$ cat src/rtl/rse_pkg.sv
// ----------------------------------------------------------------------------
// rse_pkg
// Shared types, constants and token decode for the rpn stack evaluator.
// ----------------------------------------------------------------------------
`default_nettype none

package rse_pkg;

    localparam int STACK_DEPTH_DEF = 128;
    localparam int DATA_W          = 32;

    localparam logic [7:0] CH_ZERO  = 8'd48;
    localparam logic [7:0] CH_NINE  = 8'd57;
    localparam logic [7:0] CH_PLUS  = 8'h2B;
    localparam logic [7:0] CH_MINUS = 8'h2D;
    localparam logic [7:0] CH_STAR  = 8'h2A;
    localparam logic [7:0] CH_SLASH = 8'h2F;
    localparam logic [7:0] CH_EQUAL = 8'h3D;

    typedef enum logic [2:0] {
        ST_OK        = 3'd0,
        ST_OVERFLOW  = 3'd1,
        ST_UNDERFLOW = 3'd2,
        ST_INVALID   = 3'd3,
        ST_DIVZERO   = 3'd4
    } status_t;

    typedef enum logic [2:0] {
        TK_DIGIT,
        TK_ADD,
        TK_SUB,
        TK_MUL,
        TK_DIV,
        TK_EQ,
        TK_BAD
    } tok_kind_t;

    typedef enum logic [1:0] {
        S_IDLE,
        S_EXEC,
        S_DIV
    } state_t;

    typedef struct packed {
        logic      load_tok;
        logic      push;
        logic      alu;
        logic      div_start;
        logic      div_write;
        logic      clear;
        logic      emit;
        status_t   emit_status;
    } dp_cmd_t;

    typedef struct packed {
        tok_kind_t kind;
        logic      count_zero;
        logic      count_lt2;
        logic      count_full;
        logic      rhs_zero;
        logic      div_done;
        logic      out_free;
    } dp_stat_t;

    function automatic tok_kind_t classify(input logic [7:0] tok);
        tok_kind_t k;
        unique case (tok) inside
            [CH_ZERO:CH_NINE]: k = TK_DIGIT;
            CH_PLUS:           k = TK_ADD;
            CH_MINUS:          k = TK_SUB;
            CH_STAR:           k = TK_MUL;
            CH_SLASH:          k = TK_DIV;
            CH_EQUAL:          k = TK_EQ;
            default:           k = TK_BAD;
        endcase
        return k;
    endfunction

endpackage

`default_nettype wire

$ cat src/rtl/rse_ctrl.sv
// ----------------------------------------------------------------------------
// rse_ctrl
// Controller: sequences token accept, execute and divide steps.
// ----------------------------------------------------------------------------
`default_nettype none

module rse_ctrl (
    input  wire logic               clk,
    input  wire logic               rst_n,
    input  wire logic               token_valid,
    output logic                    token_ready,
    input  wire rse_pkg::dp_stat_t  stat,
    output rse_pkg::dp_cmd_t        cmd
);

    rse_pkg::state_t  state_reg, state_next;
    logic             exec_emit;
    logic             exec_div;
    rse_pkg::status_t exec_status;

    // what the held token does in the execute step
    always_comb
    begin
        exec_emit   = 1'b0;
        exec_div    = 1'b0;
        exec_status = rse_pkg::ST_OK;
        unique case (stat.kind) inside
            rse_pkg::TK_DIGIT:
            begin
                exec_emit   = stat.count_full;
                exec_status = rse_pkg::ST_OVERFLOW;
            end
            rse_pkg::TK_ADD, rse_pkg::TK_SUB, rse_pkg::TK_MUL:
            begin
                exec_emit   = stat.count_lt2;
                exec_status = rse_pkg::ST_UNDERFLOW;
            end
            rse_pkg::TK_DIV:
            begin
                exec_emit   = stat.count_lt2 || stat.rhs_zero;
                exec_status = stat.count_lt2 ? rse_pkg::ST_UNDERFLOW : rse_pkg::ST_DIVZERO;
                exec_div    = !stat.count_lt2 && !stat.rhs_zero;
            end
            rse_pkg::TK_EQ:
            begin
                exec_emit   = 1'b1;
                exec_status = stat.count_zero ? rse_pkg::ST_UNDERFLOW : rse_pkg::ST_OK;
            end
            default:
            begin
                exec_emit   = 1'b1;
                exec_status = rse_pkg::ST_INVALID;
            end
        endcase
    end

    always_comb
    begin
        state_next = state_reg;
        unique case (state_reg)
            rse_pkg::S_IDLE:
            begin
                if (token_valid)
                begin
                    state_next = rse_pkg::S_EXEC;
                end
            end
            rse_pkg::S_EXEC:
            begin
                if (exec_emit)
                begin
                    if (stat.out_free)
                    begin
                        state_next = rse_pkg::S_IDLE;
                    end
                end
                else if (exec_div)
                begin
                    state_next = rse_pkg::S_DIV;
                end
                else
                begin
                    state_next = rse_pkg::S_IDLE;
                end
            end
            rse_pkg::S_DIV:
            begin
                if (stat.div_done)
                begin
                    state_next = rse_pkg::S_IDLE;
                end
            end
            default:
            begin
                state_next = rse_pkg::S_IDLE;
            end
        endcase
    end

    always_comb
    begin
        token_ready     = 1'b0;
        cmd             = '0;
        cmd.emit_status = rse_pkg::ST_OK;
        unique case (state_reg)
            rse_pkg::S_IDLE:
            begin
                token_ready  = 1'b1;
                cmd.load_tok = token_valid;
            end
            rse_pkg::S_EXEC:
            begin
                if (exec_emit)
                begin
                    if (stat.out_free)
                    begin
                        cmd.emit        = 1'b1;
                        cmd.clear       = 1'b1;
                        cmd.emit_status = exec_status;
                    end
                end
                else if (exec_div)
                begin
                    cmd.div_start = 1'b1;
                end
                else if (stat.kind == rse_pkg::TK_DIGIT)
                begin
                    cmd.push = 1'b1;
                end
                else
                begin
                    cmd.alu = 1'b1;
                end
            end
            rse_pkg::S_DIV:
            begin
                cmd.div_write = stat.div_done;
            end
            default:
            begin
                token_ready = 1'b0;
            end
        endcase
    end

    always_ff @(posedge clk or negedge rst_n)
    begin
        if (!rst_n)
        begin
            state_reg <= rse_pkg::S_IDLE;
        end
        else
        begin
            state_reg <= state_next;
        end
    end

endmodule

`default_nettype wire

$ cat config.mk
export PLATFORM = sky130hd
export DESIGN_NAME = rse_ctrl
export DESIGN_NICKNAME = d
export VERILOG_FILES = /design/src/rtl/rse_pkg.sv /design/src/rtl/rse_ctrl.sv
export SDC_FILE = /design/constraint.sdc
export NUM_CORES = 1
export LEC_CHECK = 0
export ABC_AREA = 1
export BUFFER_PORTS_ARGS = -buffer_cell sky130_fd_sc_hd__buf_2
export CORE_AREA = 2 2 39 41
export CTS_CLUSTER_DIAMETER = 100
export CTS_CLUSTER_SIZE = 30
export DETAILED_ROUTE_END_ITERATION = 10
export DIE_AREA = 0 0 41 43
export MAX_ROUTING_LAYER = met4
export SLEW_MARGIN = 25
export SYNTH_ARGS = -nofsm -noshare
export SYNTH_HDL_FRONTEND = slang
export SYNTH_SLANG_ARGS = --single-unit
$ cat constraint.sdc
create_clock -name clk -period 1.1 [get_ports clk]
set_input_delay 0.055 -clock clk [delete_from_list [all_inputs] [get_ports clk]]
set_output_delay 0.055 -clock clk [all_outputs]
set_load 0.02 [all_outputs]
# After elaboration in Yosys (flattened, before gate mapping)
# Index checks and enable logic that the tools add are counted.
word_totals:
  input_bits: 12
  reg_bits: 2
  out_inout_bits: 11
  elab_cells: 42
op_classes:
  n_eq_ne: 10
  mux: 23
  reduce_logical: 8
ops:
  columns: ["op", "count"]
  rows:
  - ["$mux 5", 3]
  - ["$mux 2", 7]
  - ["$pmux 3 s4", 1]
  - ["$mux 3", 3]
  - ["$mux 1", 7]
  - ["$eq 3x2->1 const B", 2]
  - ["$eq 3x3->1 const B", 2]
  - ["$pmux 2 s3", 1]
  - ["$ne 2x2->1 const B", 2]
  - ["$eq 3x1->1 const B", 1]
  - ["$logic_not 3->1", 1]
  - ["$ne 3x3->1 const B", 1]
  - ["$pmux 1 s3", 1]
  - ["$reduce_and 3->1", 1]
  - ["$reduce_or 3->1", 1]
  - ["$eq 2x1->1 const B", 1]
  - ["$eq 2x2->1 const B", 1]
  - ["$logic_not 1->1", 2]
  - ["$logic_not 2->1", 1]
  - ["$logic_and 1x1->1", 1]
  - ["$logic_or 1x1->1", 1]

# Depth between registers and ports, before layout
# Gate-level depths: netlist of run 1.
depth:
  ltp_word: 6
  mapped_depth: 8
  depth_no_buf: 6

# Worst setup path before layout of run 1
# OpenSTA, ideal clock, no wires.
synth_timing:
  path_kind: "register to output"
  start: "register state_reg[1]"
  end: "output port cmd[4] in the netlist's numbering"
  t_required_ns: 1.045
  path_slack_ns: -0.013
  arrival_ns: 1.058
  path_buffers: 1
  path_stages_with_launch: 7
  cell_sequence: "dfrtp_1 > inv_1 > nand2_1 > nor2_1 > nand2_2 > inv_1 > buf_4"
synth_lines:
  columns: ["element", "line_no", "text"]
  rows:
  - ["from (decl)", "rse_ctrl.sv:16", "rse_pkg::state_t state_reg, state_next;"]
  - ["from (signal assigned)", "rse_ctrl.sv:150", "state_reg <= rse_pkg::S_IDLE;"]
  - ["from (signal assigned)", "rse_ctrl.sv:154", "state_reg <= state_next;"]
  - ["to (decl)", "rse_ctrl.sv:13", "output rse_pkg::dp_cmd_t cmd"]

==> impl_metrics.json, run 1 <==
{
  "num_vias": 398,
  "powerDensity_nw_per_um2": 852,
  "cp_max_fo": 4,
  "cts_buffers": 3,
  "yosys.area.top_type_share": 0.175,
  "critical_path_class": "flop to primary output",
  "dpl_cell_area_um2": 414,
  "skew_ns": 0.00285,
  "most-common-layout-cells": "13 x buf_2, 9 x nand2_1, 7 x buf_6",
  "cts.path.max_buffers": 2,
  "port_buffers": 22,
  "violations": "setup timing",
  "start_kind": "flop",
  "fmax_mhz": 847,
  "drt_pass1_iterations": 3,
  "postCtsSetupBuffers": 0,
  "cp.arrival_ns": 1.13,
  "rsz0062_at_grt": "true",
  "initial_core_util": 0.206,
  "grt_overflow_total": 0,
  "grt_max_degree": 10,
  "cts-root-buf": "clkbuf_4",
  "syn_inst": 50,
  "io_pins": 23,
  "hold_path.class": "primary input to flop",
  "grt_antenna_before_repair": 0,
  "setup_tns_ns": -0.486,
  "ant_nets": 0,
  "clkLatencyLatePin_ns": 0.22,
  "rrSetupSlack_ns": 0.10,
  "die_h_um": 43,
  "yosys_register_bits": 2,
  "tritoncts": "yes",
  "crit_chain": "inv_2, nand2_4, nor2_4, nand2_4, nor2_2, buf_6",
  "ys_warn_count": 0,
  "die_w_um": 41,
  "status": "finished with violations",
  "synth_area_per_cell_um2": 5.71,
  "rows": 14,
  "reg2regPathDepth": 4,
  "crit_required_ns": 1.04,
  "finalPower_w": 0.000464,
  "timing.final.ws_setup_ns": -0.0807,
  "post-place-ws_ns": 0.0433,
  "ys_types": 16,
  "crit_path_end_kind": "primary output",
  "first_iter_violations": 2,
  "largest_reg_flops": 2,
  "design_area_um2": 544,
  "cts.clk_slew.worst_paths_ns": 0.03,
  "synth_area_leaders": "dfrtp_1 18%, nor2_1 14%, nand2_1 13%",
  "layout-area-overhead-vs-synth_pct": 90.8,
  "grt_pass1_wl_um": 1210,
  "vdd_drop_max_mv": 0.252,
  "hold_ws_ns": 0.0822,
  "diodes": 0,
  "synth_top_area_cell": "dfrtp_1",
  "reg2reg_to": "state_reg[1]",
  "synth_area_um2": 285,
  "cpMaxStageDelayCell": "dfrtp_1",
  "finalCritPeriodShare": 1.07,
  "place_congestion": 0.772,
  "routed_via_density": 4.33,
  "cpPeakStageDelay_ns": 0.37,
  "wl_per_cell_um": 8.77,
  "h-tree-depth": 1,
  "report.final.setup_viol": 9,
  "endpoint": "cmd[2]",
  "syn-num-nets": 62,
  "layout_commonest_cell": "buf_2",
  "clock_sinks": 2,
  "grt_usage": 0.108,
  "drive_above_1_share": 0.592,
  "synth.yosys.seq_area_share": 0.175,
  "r2r_start": "state_reg[1]",
  "nets": 90,
  "hpwl_um": 642,
  "first_global_vias": 338,
  "route.detailed.drc": 0,
  "die_area_um2": 1760,
  "power.leakage_nw": 0.290,
  "maxCapViolations": 0,
  "hold_viol_final": 0,
  "wirelength_um": 807,
  "report.final.slew_viol_count": 0,
  "worst_pin_slew_ns": 0.200,
  "cp_common_cell": "nand2_4",
  "core_um2": 1380,
  "maxSlewHeadroom": 0.866,
  "period_needed_ns": 1.18,
  "startpoint": "state_reg[1]"
}
==> layer usage <==
layer,part of all wire,up-vias,GRT usage
li1,-,208,-
met4,0.021,0,0.0800
met2,0.46,19,0.150
met1,0.43,169,0.115
met5,0,-,-
met3,0.088,2,0.0471
==> cells by family after synthesis <==
family,after synthesis,synth area share
AND/OR/NAND/NOR,35,0.605
AO/OA/AOI/OAI,2,0.0351
flip-flops,2,0.175
buffers and inverters,11,0.184
==> synth_stat cells <==
cell / instances
nor2_1: 11
nor3_1: 1
nand2_1: 10
o21ai_0: 2
nor2_4: 1
inv_1: 8
nand3_2: 2
nand3_1: 5
or2_2: 1
nor3b_1: 1
nand4_1: 2
buf_4: 1
buf_6: 1
dfrtp_1: 2
inv_2: 1
nand2_2: 1
==> through the flow <==
step | utilization | instances
finish | 0.393 | 92
global route | 0.393 | 92
CTS | 0.364 | 92
detailed placement | 0.299 | 88
global placement | 0.299 | 88
floorplan | - | 50
==> final cells by class <==
class / instances / area [um2]
clock buffer: 3 / 22.5
fill: 161 / 840
inverter: 9 / 33.8
multi-input combinational: 37 / 233
sequential: 2 / 51.3
tap: 16 / 20.0
timing repair buffer: 25 / 184
==> critical path, delay by kind of cell (launching register included) <==
family	cells	cell delay, ns
buf+inv	2	0.20
simple gates	4	0.33
flops	1	0.37
==> power breakdown <==
| group | leakage, nW | switching, W | internal [W] |
|---|---|---|---|
| Clock | 0.0138 | 0.0000406 | 0.000120 |
| Combinational | 0.251 | 0.000123 | 0.0000883 |
| Sequential | 0.0250 | 0.0000105 | 0.0000815 |
==> worst min-delay path by stage <==
| stage | start | endpoint | depth (start not counted) |
|---|---|---|---|
| 6_report | token_valid | state_reg[0] | 3 |
| 5_1_grt | token_valid | state_reg[0] | 3 |
| 4_1_cts | token_valid | state_reg[0] | 3 |
| 3_5_place_dp | rst_n | state_reg[1] | 1 |
| 3_3_place_gp | rst_n | state_reg[0] | 1 |
| 2_1_floorplan | rst_n | state_reg[0] | 0 |
==> what timing repair did <==
| action | CTS | global route |
|---|---|---|
| resized for setup | 19 | 12 |
| endpoints found under the hold margin | 2 | 0 |
| pin swaps | 4 | 3 |
| hold buffers | 1 | 0 |
| endpoints found under the setup margin | 9 | 10 |
No activity file was read; power rests on OpenSTA's default activity.
==> run 2, diff against run 1 <==
--- a/config.mk
+++ b/config.mk
@@ -7,11 +7,11 @@
 export LEC_CHECK = 0
 export ABC_AREA = 1
 export BUFFER_PORTS_ARGS = -buffer_cell sky130_fd_sc_hd__buf_2
-export CORE_AREA = 2 2 39 41
+export CORE_AREA = 10 10 47 49
 export CTS_CLUSTER_DIAMETER = 100
 export CTS_CLUSTER_SIZE = 30
 export DETAILED_ROUTE_END_ITERATION = 10
-export DIE_AREA = 0 0 41 43
+export DIE_AREA = 0 0 57 59
 export MAX_ROUTING_LAYER = met4
 export SLEW_MARGIN = 25
 export SYNTH_ARGS = -nofsm -noshare
==> run 2 against run 1 <==
The run still ends with setup timing left. Global-route usage decreased by 4.8 points. Setup slack worse by 0.054 ns. Clock power fell by 2%. Sequential cell count did not move. Wire length rose by 23%. Non-clock buffer count increased by 2. Combinational power up 18%. Critical path type unchanged. Largest power group unchanged.
==> impl_metrics.json, run 2 (synthesis gave the netlist of run 1 again) <==
{
  "finalCritPeriodShare": 1.12,
  "clkLatencyLatePin_ns": 0.22,
  "pwr-share-clk": 0.317,
  "grt_usage": 0.0600,
  "drt_pass1_iterations": 2,
  "cts.clk_slew.worst_paths_ns": 0.03,
  "report.final.setup_viol": 10,
  "diodes": 0,
  "power.leakage_nw": 0.304,
  "power_frac_seq": 0.178,
  "first_global_vias": 397,
  "cp_num_buf_inv": 2,
  "drive_above_1_share": 0.590,
  "timing.final.ws_setup_ns": -0.135,
  "fmax_mhz": 810,
  "powerDensity_nw_per_um2": 852,
  "switching_share": 0.367,
  "switching_power_w": 0.000182,
  "worst_pin_slew_ns": 0.308,
  "die_h_um": 59,
  "grt_max_degree": 10,
  "routed_via_density": 4.14,
  "place_congestion": 0.690,
  "rsz0062_at_grt": "true",
  "cts.path.max_buffers": 2,
  "route.detailed.drc": 0,
  "setup_tns_ns": -0.928,
  "period_needed_ns": 1.23,
  "first_iter_violations": 1,
  "endpoint": "cmd[2]",
  "tritoncts": "yes",
  "internal-power_w": 0.000314,
  "maxCapViolations": 0,
  "grt_antenna_before_repair": 0,
  "design_area_um2": 582,
  "status": "finished with violations",
  "cts_buffers": 3,
  "crit_path_end_kind": "primary output",
  "crit_chain": "inv_2, nand2_4, nor2_4, nand2_4, nor2_4, buf_6",
  "critical_path_class": "flop to primary output",
  "num_vias": 389,
  "port_buffers": 22,
  "most-common-layout-cells": "11 x buf_2, 9 x nand2_1, 8 x buf_6",
  "die_w_um": 57,
  "hold_viol_final": 0,
  "power_frac_comb": 0.505,
  "cp_max_fo": 4,
  "grt_pass1_wl_um": 1590,
  "largest_reg_flops": 2,
  "cp.arrival_ns": 1.18,
  "rrSetupSlack_ns": 0.04,
  "violations": "setup timing",
  "startpoint": "state_reg[1]",
  "layout-area-overhead-vs-synth_pct": 104,
  "wirelength_um": 989,
  "grt_overflow_total": 0,
  "finalPower_w": 0.000496,
  "cpPeakStageDelay_ns": 0.38,
  "vdd_drop_max_mv": 0.319,
  "die_area_um2": 3360,
  "clock_sinks": 2,
  "h-tree-depth": 1,
  "cts-root-buf": "clkbuf_4",
  "ant_nets": 0,
  "r2r_start": "state_reg[0]",
  "core_um2": 1400,
  "hold_path.class": "primary input to flop",
  "maxSlewHeadroom": 0.792,
  "rows": 14,
  "hold_start": "token_valid",
  "nets": 92,
  "wl_per_cell_um": 10.5,
  "report.final.slew_viol_count": 0,
  "initial_core_util": 0.204,
  "layout_commonest_cell": "buf_2",
  "dpl_cell_area_um2": 422,
  "reg2reg_to": "state_reg[1]",
  "cp_top_family": "flip-flops",
  "io_pins": 23,
  "cpMaxStageDelayCell": "dfrtp_1",
  "cp_num_cells": 6,
  "crit_required_ns": 1.04,
  "fill_cells": 156,
  "start_kind": "flop",
  "reg2regPathDepth": 4,
  "skew_ns": 0.00188,
  "hpwl_um": 813
}
[run 2: changes by cell type in the layout (fill, tap and decap cells not counted), sizes merged]
cell / delta
buf: +2
[run 2: timing repair]
| item | CTS | global route |
|---|---|---|
| pin swaps | 5 | 6 |
| hold endpoints to repair | 2 | 0 |
| resized for setup | 24 | 12 |
| hold buffers | 1 | 0 |
| setup endpoints to repair | 11 | 11 |
| setup buffers | 0 | 1 |
[run 2: metal layers]
layer / vias to the layer above / track usage / share of wire
li1: 210 / - / -
met1: 164 / 0.0653 / 0.41
met2: 15 / 0.0899 / 0.49
met3: 0 / 0.0279 / 0.099
met4: 0 / 0.0302 / 0
met5: - / - / 0
[run 2: area by class of cell]
cell class | instances | area, um2 | share of cell area
timing repair buffer | 27 | 208 | 0.357
sequential | 2 | 50.0 | 0.0860
inverter | 9 | 33.8 | 0.0581
tap | 16 | 20.0 | 0.0344
clock buffer | 3 | 22.5 | 0.0387
multi-input combinational | 37 | 248 | 0.426
[run 2: how the worst min path moves through the flow]
stage,end,slack (ns),cells after the start
final,state_reg[0],0.06,3
after global routing,state_reg[0],0.09,3
after CTS,state_reg[0],0.06,3
after detailed placement,state_reg[0],-0.15,1
after global placement,state_reg[0],-0.16,1
after floorplan,state_reg[0],-0.24,0
[run 2: power groups by stage]
stage               logic, W  registers, W  clock network (W)
floorplan           0.000107     0.0000858                  0
global placement    0.000177     0.0000848                  0
detailed placement  0.000178     0.0000850                  0
CTS                 0.000220     0.0000874           0.000167
global route        0.000275     0.0000894           0.000169
finish              0.000250     0.0000884           0.000157
[run 2: worst register-to-register path, cell delays in order, from the launching register on]
cell     delay (ns)
dfrtp_1        0.41
nand2_4        0.11
buf_4          0.12
nor2_4         0.03
or2_2          0.26
[run 2: stage by stage]
stage	hold WS, ns	cells	utilization	setup slack [ns]
2_1_floorplan	-0.241	50	-	0.00827
3_3_place_gp	-0.156	89	0.301	0.0250
3_5_place_dp	-0.155	89	0.301	0.0217
4_1_cts	0.0607	93	0.375	-0.170
5_1_grt	0.0898	94	0.415	-0.196
6_report	0.0622	94	0.415	-0.135
